**config.mk**
```make
export PLATFORM = sky130hd
export DESIGN_NAME = completion_tracker_with_early_buffer
export DESIGN_NICKNAME = d
export VERILOG_FILES = /design/src/rtl/ctweb_pkg.sv /design/src/rtl/completion_tracker_with_early_buffer.sv
export SDC_FILE = /design/constraint.sdc
export NUM_CORES = 2
export LEC_CHECK = 0
export ABC_CLOCK_PERIOD_IN_PS = 22100
export BUFFER_PORTS_ARGS = -buffer_cell sky130_fd_sc_hd__buf_4
export CORE_MARGIN = 2
export CORE_UTILIZATION = 60
export CTS_CLUSTER_DIAMETER = 40
export CTS_CLUSTER_SIZE = 25
export DETAILED_ROUTE_END_ITERATION = 6
export PLACE_DENSITY = 0.88
export SYNTH_ARGS = -nofsm -noshare
export SYNTH_HDL_FRONTEND = slang
export SYNTH_SLANG_ARGS = --single-unit
```
**constraint.sdc**
```tcl
create_clock -name clk_i -period 22.1 [get_ports clk_i]
set_clock_uncertainty 0.2 [all_clocks]
set_input_delay 4.42 -clock clk_i [delete_from_list [all_inputs] [get_ports clk_i]]
set_output_delay 4.42 -clock clk_i [all_outputs]
set_load 0.02 [all_outputs]
```
**src/rtl/ctweb_pkg.sv**
```systemverilog
// package for the completion tracker with early buffer
// holds command, action and register codes plus the early store entry type; no dependencies
package ctweb_pkg;

  // field widths fixed by the interface
  localparam int unsigned IdW      = 32;
  localparam int unsigned StatusW  = 8;
  localparam int unsigned DiagW    = 32;
  localparam int unsigned CountW   = 5;
  localparam int unsigned CfgIdxW  = 2;
  localparam int unsigned MaxPendW = 5;

  // reset value of max_pending
  localparam logic [MaxPendW-1:0] MaxPendReset = 5'd16;

  // input commands; the fourth code is ignored
  typedef enum logic [1:0] {
    CmdTrack    = 2'd0,
    CmdComplete = 2'd1,
    CmdClear    = 2'd2
  } command_e;

  // result actions
  typedef enum logic [3:0] {
    ActRejected     = 4'd0,
    ActPending      = 4'd1,
    ActConsumedOk   = 4'd2,
    ActConsumedFail = 4'd3,
    ActStale        = 4'd4,
    ActUnknown      = 4'd5,
    ActAcceptedOk   = 4'd6,
    ActAcceptedFail = 4'd7,
    ActCleared      = 4'd8
  } action_e;

  // configuration register indexes
  localparam logic [CfgIdxW-1:0] RegSession    = 2'd0;
  localparam logic [CfgIdxW-1:0] RegGeneration = 2'd1;
  localparam logic [CfgIdxW-1:0] RegMaxPending = 2'd2;

  // one early completion
  typedef struct packed {
    logic [IdW-1:0]     key;
    logic [StatusW-1:0] status;
    logic               fail;
    logic [DiagW-1:0]   diag;
  } early_ent_t;

endpackage

```
**src/rtl/completion_tracker_with_early_buffer.sv**
```systemverilog
// top level of the completion tracker with early buffer
// depends on ctweb_pkg for codes and the early store entry type
//
// Tracks outstanding requests by id and parks completions that arrive before their track
// command. One word is accepted per clock while the output register is free or being read.
// A word moves from the input register into the output register at the first edge where the
// output register is free, so its result passes through the input register and then the
// output register. The rate is set by the update of the pending set (parallel match over
// PENDING_DEPTH entries) and the early store (parallel match and shift over EARLY_DEPTH
// entries). The configuration port is always ready; writing the session or generation
// register empties both stores in that cycle.
module completion_tracker_with_early_buffer #(
  parameter int unsigned PENDING_DEPTH = 16,
  parameter int unsigned EARLY_DEPTH   = 8
) (
  input  logic                              clk_i,
  input  logic                              rst_ni,
  // configuration write channel
  input  logic                              cfg_valid_i,
  output logic                              cfg_ready_o,
  input  logic [ctweb_pkg::CfgIdxW-1:0]     cfg_index_i,
  input  logic [31:0]                       cfg_data_i,
  // input channel
  input  logic                              in_valid_i,
  output logic                              in_ready_o,
  input  logic [1:0]                        command_i,
  input  logic [ctweb_pkg::IdW-1:0]         session_id_i,
  input  logic [ctweb_pkg::IdW-1:0]         generation_i,
  input  logic [ctweb_pkg::IdW-1:0]         present_id_i,
  input  logic [ctweb_pkg::StatusW-1:0]     status_code_i,
  input  logic                              status_failed_i,
  input  logic [ctweb_pkg::DiagW-1:0]       diag_tag_i,
  // output channel
  output logic                              out_valid_o,
  input  logic                              out_ready_i,
  output logic [3:0]                        action_o,
  output logic [ctweb_pkg::StatusW-1:0]     completion_status_o,
  output logic [ctweb_pkg::DiagW-1:0]       diag_out_o,
  output logic [ctweb_pkg::CountW-1:0]      pending_count_o
);

  localparam int unsigned CW = $clog2(PENDING_DEPTH + 1);
  localparam int unsigned EW = $clog2(EARLY_DEPTH + 1);

  // configuration registers
  logic [ctweb_pkg::IdW-1:0]      sess_q, gen_q;
  logic [ctweb_pkg::MaxPendW-1:0] max_pend_q;
  logic                           cfg_clr;

  // input register
  logic                           s1_valid_q;
  logic [1:0]                     s1_cmd_q;
  logic [ctweb_pkg::IdW-1:0]      s1_sess_q, s1_gen_q, s1_id_q;
  logic [ctweb_pkg::StatusW-1:0]  s1_status_q;
  logic                           s1_fail_q;
  logic [ctweb_pkg::DiagW-1:0]    s1_diag_q;

  // output register
  logic                           out_valid_q;
  logic [3:0]                     act_q;
  logic [ctweb_pkg::StatusW-1:0]  st_q;
  logic [ctweb_pkg::DiagW-1:0]    dg_q;
  logic [ctweb_pkg::CountW-1:0]   cnt_out_q;

  // pending set
  logic [PENDING_DEPTH-1:0]       pv_q, pv_d;
  logic [ctweb_pkg::IdW-1:0]      pk_q [PENDING_DEPTH];
  logic [CW-1:0]                  cnt_q, cnt_d;

  // early store, oldest at entry zero
  ctweb_pkg::early_ent_t          ent_q [EARLY_DEPTH];
  ctweb_pkg::early_ent_t          ent_d [EARLY_DEPTH];
  logic [EW-1:0]                  fill_q, fill_d;

  // step logic
  logic                           adv;
  logic                           cur;
  logic [PENDING_DEPTH-1:0]       pend_hit, free_first;
  logic                           any_pend;
  logic [EARLY_DEPTH-1:0]         early_hit, early_first;
  logic                           any_early;
  ctweb_pkg::early_ent_t          hit_ent, new_ent;
  logic                           room, early_full;
  logic                           ins, app, rm_en;
  logic [EARLY_DEPTH-1:0]         rm_first, shm;
  logic [EW-1:0]                  wr_pos;
  ctweb_pkg::action_e             act;
  logic [ctweb_pkg::StatusW-1:0]  st;
  logic [ctweb_pkg::DiagW-1:0]    dg;
  logic [CW+ctweb_pkg::CountW-1:0] cnt_ext;

  // handshakes
  assign cfg_ready_o = 1'b1;
  assign adv         = s1_valid_q && (!out_valid_q || out_ready_i);
  assign in_ready_o  = !s1_valid_q || adv;
  assign cfg_clr     = cfg_valid_i &&
                       (cfg_index_i == ctweb_pkg::RegSession ||
                        cfg_index_i == ctweb_pkg::RegGeneration);

  // configuration registers
  always_ff @(posedge clk_i or negedge rst_ni) begin
    if (!rst_ni) begin
      sess_q     <= '0;
      gen_q      <= '0;
      max_pend_q <= ctweb_pkg::MaxPendReset;
    end else if (cfg_valid_i) begin
      case (cfg_index_i)
        ctweb_pkg::RegSession:    sess_q <= cfg_data_i;
        ctweb_pkg::RegGeneration: gen_q  <= cfg_data_i;
        ctweb_pkg::RegMaxPending: begin
          if (cfg_data_i[ctweb_pkg::MaxPendW-1:0] == '0) begin
            max_pend_q <= ctweb_pkg::MaxPendW'(1);
          end else begin
            max_pend_q <= cfg_data_i[ctweb_pkg::MaxPendW-1:0];
          end
        end
        default: ;
      endcase
    end
  end

  // input register control
  always_ff @(posedge clk_i or negedge rst_ni) begin
    if (!rst_ni) begin
      s1_valid_q <= 1'b0;
    end else if (in_ready_o) begin
      s1_valid_q <= in_valid_i;
    end
  end

  // input register payload
  always_ff @(posedge clk_i) begin
    if (in_valid_i && in_ready_o) begin
      s1_cmd_q    <= command_i;
      s1_sess_q   <= session_id_i;
      s1_gen_q    <= generation_i;
      s1_id_q     <= present_id_i;
      s1_status_q <= status_code_i;
      s1_fail_q   <= status_failed_i;
      s1_diag_q   <= diag_tag_i;
    end
  end

  // parallel matches
  assign cur = (s1_sess_q == sess_q) && (s1_gen_q == gen_q);

  always_comb begin
    for (int i = 0; i < PENDING_DEPTH; i++) begin
      pend_hit[i] = pv_q[i] && (pk_q[i] == s1_id_q);
    end
    for (int j = 0; j < EARLY_DEPTH; j++) begin
      early_hit[j] = (EW'(j) < fill_q) && (ent_q[j].key == s1_id_q);
    end
  end

  assign any_pend    = |pend_hit;
  assign any_early   = |early_hit;
  assign early_first = early_hit & (~early_hit + EARLY_DEPTH'(1));
  assign free_first  = ~pv_q & (pv_q + PENDING_DEPTH'(1));
  assign room        = (cnt_q < CW'(PENDING_DEPTH)) &&
                       ({{ctweb_pkg::MaxPendW{1'b0}}, cnt_q} <
                        {{CW{1'b0}}, max_pend_q});
  assign early_full  = (fill_q == EW'(EARLY_DEPTH));

  // fields of the oldest matching early entry
  always_comb begin
    hit_ent = '0;
    for (int j = 0; j < EARLY_DEPTH; j++) begin
      if (early_first[j]) begin
        hit_ent = hit_ent | ent_q[j];
      end
    end
  end

  assign new_ent = '{key: s1_id_q, status: s1_status_q, fail: s1_fail_q, diag: s1_diag_q};

  // command decision
  always_comb begin
    act      = ctweb_pkg::ActRejected;
    st       = '0;
    dg       = '0;
    pv_d     = pv_q;
    cnt_d    = cnt_q;
    fill_d   = fill_q;
    ins      = 1'b0;
    app      = 1'b0;
    rm_en    = 1'b0;
    rm_first = '0;
    case (s1_cmd_q)
      ctweb_pkg::CmdTrack: begin
        if (cur && s1_id_q != '0 && !any_pend) begin
          if (any_early) begin
            act      = hit_ent.fail ? ctweb_pkg::ActConsumedFail : ctweb_pkg::ActConsumedOk;
            st       = hit_ent.status;
            dg       = hit_ent.diag;
            rm_en    = 1'b1;
            rm_first = early_first;
            fill_d   = fill_q - EW'(1);
          end else if (room) begin
            act   = ctweb_pkg::ActPending;
            ins   = 1'b1;
            pv_d  = pv_q | free_first;
            cnt_d = cnt_q + CW'(1);
          end
        end
      end
      ctweb_pkg::CmdComplete: begin
        if (!cur) begin
          act = ctweb_pkg::ActStale;
        end else if (!any_pend) begin
          act = ctweb_pkg::ActUnknown;
          if (s1_id_q != '0) begin
            app = 1'b1;
            if (early_full) begin
              // drop the oldest entry to make room
              rm_en    = 1'b1;
              rm_first = EARLY_DEPTH'(1);
            end else begin
              fill_d = fill_q + EW'(1);
            end
          end
        end else begin
          act   = s1_fail_q ? ctweb_pkg::ActAcceptedFail : ctweb_pkg::ActAcceptedOk;
          pv_d  = pv_q & ~pend_hit;
          cnt_d = cnt_q - CW'(1);
        end
      end
      ctweb_pkg::CmdClear: begin
        act    = ctweb_pkg::ActCleared;
        pv_d   = '0;
        cnt_d  = '0;
        fill_d = '0;
      end
      default: ;
    endcase
  end

  // entries at and above the removed one move down by one
  assign shm    = rm_en ? ~(rm_first - EARLY_DEPTH'(1)) : '0;
  assign wr_pos = early_full ? EW'(EARLY_DEPTH - 1) : fill_q;

  // next early store contents
  for (genvar j = 0; j < EARLY_DEPTH; j++) begin : g_early
    ctweb_pkg::early_ent_t moved;
    if (j < EARLY_DEPTH - 1) begin : g_shift
      assign moved = shm[j] ? ent_q[j+1] : ent_q[j];
    end else begin : g_last
      assign moved = ent_q[j];
    end
    assign ent_d[j] = (app && EW'(j) == wr_pos) ? new_ent : moved;
  end

  // store control state
  always_ff @(posedge clk_i or negedge rst_ni) begin
    if (!rst_ni) begin
      pv_q   <= '0;
      cnt_q  <= '0;
      fill_q <= '0;
    end else if (cfg_clr) begin
      pv_q   <= '0;
      cnt_q  <= '0;
      fill_q <= '0;
    end else if (adv) begin
      pv_q   <= pv_d;
      cnt_q  <= cnt_d;
      fill_q <= fill_d;
    end
  end

  // pending keys and early entries
  always_ff @(posedge clk_i) begin
    if (adv) begin
      for (int i = 0; i < PENDING_DEPTH; i++) begin
        if (ins && free_first[i]) begin
          pk_q[i] <= s1_id_q;
        end
      end
      for (int j = 0; j < EARLY_DEPTH; j++) begin
        ent_q[j] <= ent_d[j];
      end
    end
  end

  // output register
  assign cnt_ext = {{ctweb_pkg::CountW{1'b0}}, cnt_d};

  always_ff @(posedge clk_i or negedge rst_ni) begin
    if (!rst_ni) begin
      out_valid_q <= 1'b0;
    end else if (adv) begin
      out_valid_q <= 1'b1;
    end else if (out_ready_i) begin
      out_valid_q <= 1'b0;
    end
  end

  always_ff @(posedge clk_i) begin
    if (adv) begin
      act_q     <= act;
      st_q      <= st;
      dg_q      <= dg;
      cnt_out_q <= cnt_ext[ctweb_pkg::CountW-1:0];
    end
  end

  assign out_valid_o         = out_valid_q;
  assign action_o            = act_q;
  assign completion_status_o = st_q;
  assign diag_out_o          = dg_q;
  assign pending_count_o     = cnt_out_q;

endmodule

```
==> qor.csv <==
stage;metric;value;unit
die;Starting Density;0.6029;
timing;fmax;103.8;MHz
clock_network;cts bufs inserted;150;
clock_network;worst skew pair latency;780;ps
clock_network;post_cts resized;0;
power;Clock Power Share;0.437;
timing;post-route minimum period;9637;ps
timing;relative slew slack;0.08853;
drt;DRC Markers;1;
final_layout;Area Overhead vs Synth;12.52;%
timing;RSZ-0062 raised after global routing;false;
timing;final setup fails;0;
synth;Mapped Cells;4151;
clock_network;clk slew on worst S/H paths;70;ps
timing;worst-margin pin slew;1352;ps
power;Sw Share;0.2355;
critical_path;Worst R2R Setup Slack;14940;ps
critical_path;Worst Setup Start Kind;input pin;
final_layout;Fillers;6379;
global_routing;first-pass GRT wire length;240.3;mm
synth;asr flop ratio synth;0.06957;
synth;leading post-synthesis cells by cell area;edfxtp_1 61%, xnor2_1 10%, mux2_2 9.7%;
power;Leak;23.13;nW
clock_network;clk sinks;1380;
clock_network;maximum clock insertion buffer count;3;
drt;Starting DRT DRC Count;4983;
critical_path;kind of critical path;in2out;
global_routing;largest net degree at the start of global routing;75;
critical_path;CP required;17480;ps
power;combinational share of power;0.061;
global_routing;gr ovfl total;0;
drt;DR WL/cell;27.24;um
critical_path;CP max-delay cell;nand3b_1;
power;maximum vdd ir drop;0.09389;mV
timing;Fin. Hold Viols;0;
run_status;failing checks;design-rule violations;
synth;Post-synth EDFFs;1284;
synth;post-synth top area share;0.6092;
timing;fin crit share;0.4360;
final_layout;layout cells sized above 1;0.2672;
global_routing;GRT Resource Usage Total;0.2949;
power;pwr dens;82.27;mW/mm^2
clock_network;post-CTS setup buffers;0;
synth;Post-synth top flop;edfxtp_1;
synth;syn_area_per_cell;15.25;um^2
drt;Vias/cell;6.521;
synth;Synth Warn #;0;
clock_network;CTS tree;built;
global_routing;grt met2 use;0.4655;
power;cell-internal power;4.479;mW
placed_design;IO Port Bufs;228;
global_routing;GR Util met3;0.06332;
flow_run;max-cap violations;0;
global_routing;met1 global-route usage;0.3934;
die;die area;0.1081;mm^2
synth;Mapped Area;0.06329;mm^2
drt;via count;38480;
timing;setup TNS;0;ps
global_routing;antenna violations before repair;1;
power;sequential power share;0.502;
placed_design;global placer's final weighted congestion;0.9168;
die;core area;0.1050;mm^2
synth;flops & latches, synth;1380;
synth;Distinct cells, synth;82;
clock_network;# hold bufs at CTS;0;
drt;Final ANT Viol Nets;0;
hold_path;HP Class;reg2reg;
power;NetSw;1.380;mW
synth;Seq/Total Area, Yosys;0.6472;
critical_path;slowest cell delay on critical path;260;ps
clock_network;Clock Root Buffer;clkbuf_16;
global_routing;via count of the first global-routing pass;39580;
critical_path;crit end category;output port;
die;Die Width;328.8;um
critical_path;critical-path cell list;buf_4, nand3b_1, buf_4;
placed_design;dpl ws;12470;ps
die;num ports;230;
run_status;status;finished, violations left;
final_layout;nets;4577;
drt;DR pass1 iterations;7;
global_routing;busiest layer in global routing;met2;
drt;Post-Route WL;160.8;mm
die;die height;328.8;um
synth;post-synth net total;4345;
critical_path;Arr. time, crit path;5020;ps
critical_path;Critical Path Most Common Cell;buf_4;
placed_design;DP HPWL;91.89;mm
synth;cell taking the most area after synthesis;edfxtp_1;
clock_network;# H-tree levels;4;
die;num rows;119;
timing;Max Slew Vio Count;0;
timing;PnR worst setup slack;12460;ps
critical_path;Max Fanout on Critical Path;3;
## cell usage after synthesis, types with 4 or more instances
| library cell | n |
|---|---|
| a311oi_1 | 8 |
| or4_1 | 7 |
| buf_2 | 82 |
| a21o_1 | 5 |
| and4_1 | 12 |
| xnor2_1 | 739 |
| mux2i_1 | 6 |
| o31ai_1 | 42 |
| a21oi_1 | 28 |
| nor3b_1 | 17 |
| buf_1 | 4 |
| xor2_1 | 88 |
| nand4_1 | 221 |
| clkbuf_1 | 68 |
| dfrtp_1 | 95 |
| and2_1 | 12 |
| and3_1 | 14 |
| nand3_1 | 36 |
| nand2_1 | 126 |
| buf_4 | 30 |
| o2111ai_1 | 5 |
| buf_6 | 79 |
| nor3_1 | 20 |
| ha_1 | 16 |
| a31oi_1 | 46 |
| o21ai_0 | 21 |
| a221oi_1 | 40 |
| edfxtp_1 | 1284 |
| mux2_2 | 547 |
| inv_1 | 109 |
| nor2_1 | 84 |
| nor4_1 | 77 |
| a211oi_2 | 10 |
| a41oi_1 | 17 |
| nand2b_1 | 9 |
| mux2_1 | 31 |
| a222oi_1 | 41 |
## final timing paths
| path | startpoint | end | depth (start not counted) |
|---|---|---|---|
| worst max-delay path | out_ready_i | in_ready_o | 3 |
| worst min-delay path | s1_valid_q | out_valid_o | 1 |
| worst max register to register | s1_id_q[19] | ent_q[0][182] | 15 |
| worst min register to register | s1_valid_q | out_valid_o | 1 |
| max in group asynchronous | rst_ni | pv_q[6] | 2 |
| min in group asynchronous | rst_ni | s1_valid_q | 1 |
## cell usage in the layout (no fill, tap or decap), types with 42 or more instances in the layout
master / count
xnor2_1: 739
edfxtp_1: 1284
nand4_1: 221
dfrtp_1: 95
buf_4: 343
xor2_1: 88
a31oi_1: 46
nand2_1: 126
nor4_1: 75
mux2_2: 547
o31ai_1: 42
inv_1: 109
nor2_1: 82
clkbuf_16: 153
## layer usage
metal | vias up | wire length, um
li1 | 16180 | -
met1 | 19080 | 59660
met2 | 2725 | 75840
met3 | 498 | 18030
met4 | 0 | 7230
met5 | - | 0
## critical path: cells and delay by family
| kind | cells | cell delay [ps] |
|---|---|---|
| and+or+nand+nor | 1 | 260 |
| buffers and inverters | 2 | 330 |
## power by group through the flow
stage | clock network [mW] | logic, mW | registers, mW
2_1_floorplan | 0 | 0.215 | 2.99
3_3_place_gp | 0 | 0.335 | 2.99
3_5_place_dp | 0 | 0.347 | 2.99
4_1_cts | 2.57 | 0.353 | 2.94
5_1_grt | 2.67 | 0.377 | 2.94
6_report | 2.56 | 0.359 | 2.94
## cell families (layout without fill, tap and decap cells)
| family | after synthesis | in the layout | synth area share |
|---|---|---|---|
| flip-flops | 1380 | 1380 | 0.6472 |
| XOR/XNOR | 827 | 827 | 0.1144 |
| AND/OR/NAND/NOR | 667 | 667 | 0.05891 |
| multiplexers | 584 | 584 | 0.1038 |
| buffers and inverters | 374 | 732 | 0.03495 |
| AO/OA/AOI/OAI | 302 | 302 | 0.03746 |
| adder cells (fa/ha/maj) | 16 | 16 | 0.003163 |
| other | 1 | 2 | 0.00005925 |
## final cells by class
| class | instances | area, um^2 | area share |
|---|---|---|---|
| Antenna cell | 1 | 2.502 | 0.00003514 |
| Tap cell | 1391 | 1740 | 0.02444 |
| Sequential cell | 1380 | 40960 | 0.5752 |
| Multi-Input combinational cell | 2397 | 20390 | 0.2863 |
| Inverter | 111 | 416.7 | 0.005851 |
| Timing Repair Buffer | 343 | 2575 | 0.03616 |
| Clock buffer | 170 | 3902 | 0.05480 |
| Clock inverter | 108 | 1225 | 0.01720 |
## state kept, by name (all words and copies together) (netlist names), 32 cells and up
register / count
s1_id_q: 32
s1_sess_q: 32
s1_gen_q: 32
sess_q: 32
ent_q: 584
pk_q: 512
diag_out_o: 32
gen_q: 32
s1_diag_q: 32
## through the flow
stage	area, um^2	power [mW]	hold WS, ps	util	std cells
final	71210	5.859	306.1	0.6784	5901
after CTS	71210	5.863	300.7	0.6784	5900
after global routing	71210	5.994	328.1	0.6784	5901
after detailed placement	66080	3.340	284.9	0.6296	5622
after floorplan	63290	3.206	250.9	-	4151
after global placement	66080	3.325	271.2	0.6296	5622
(Power assumes the default switching activity.)
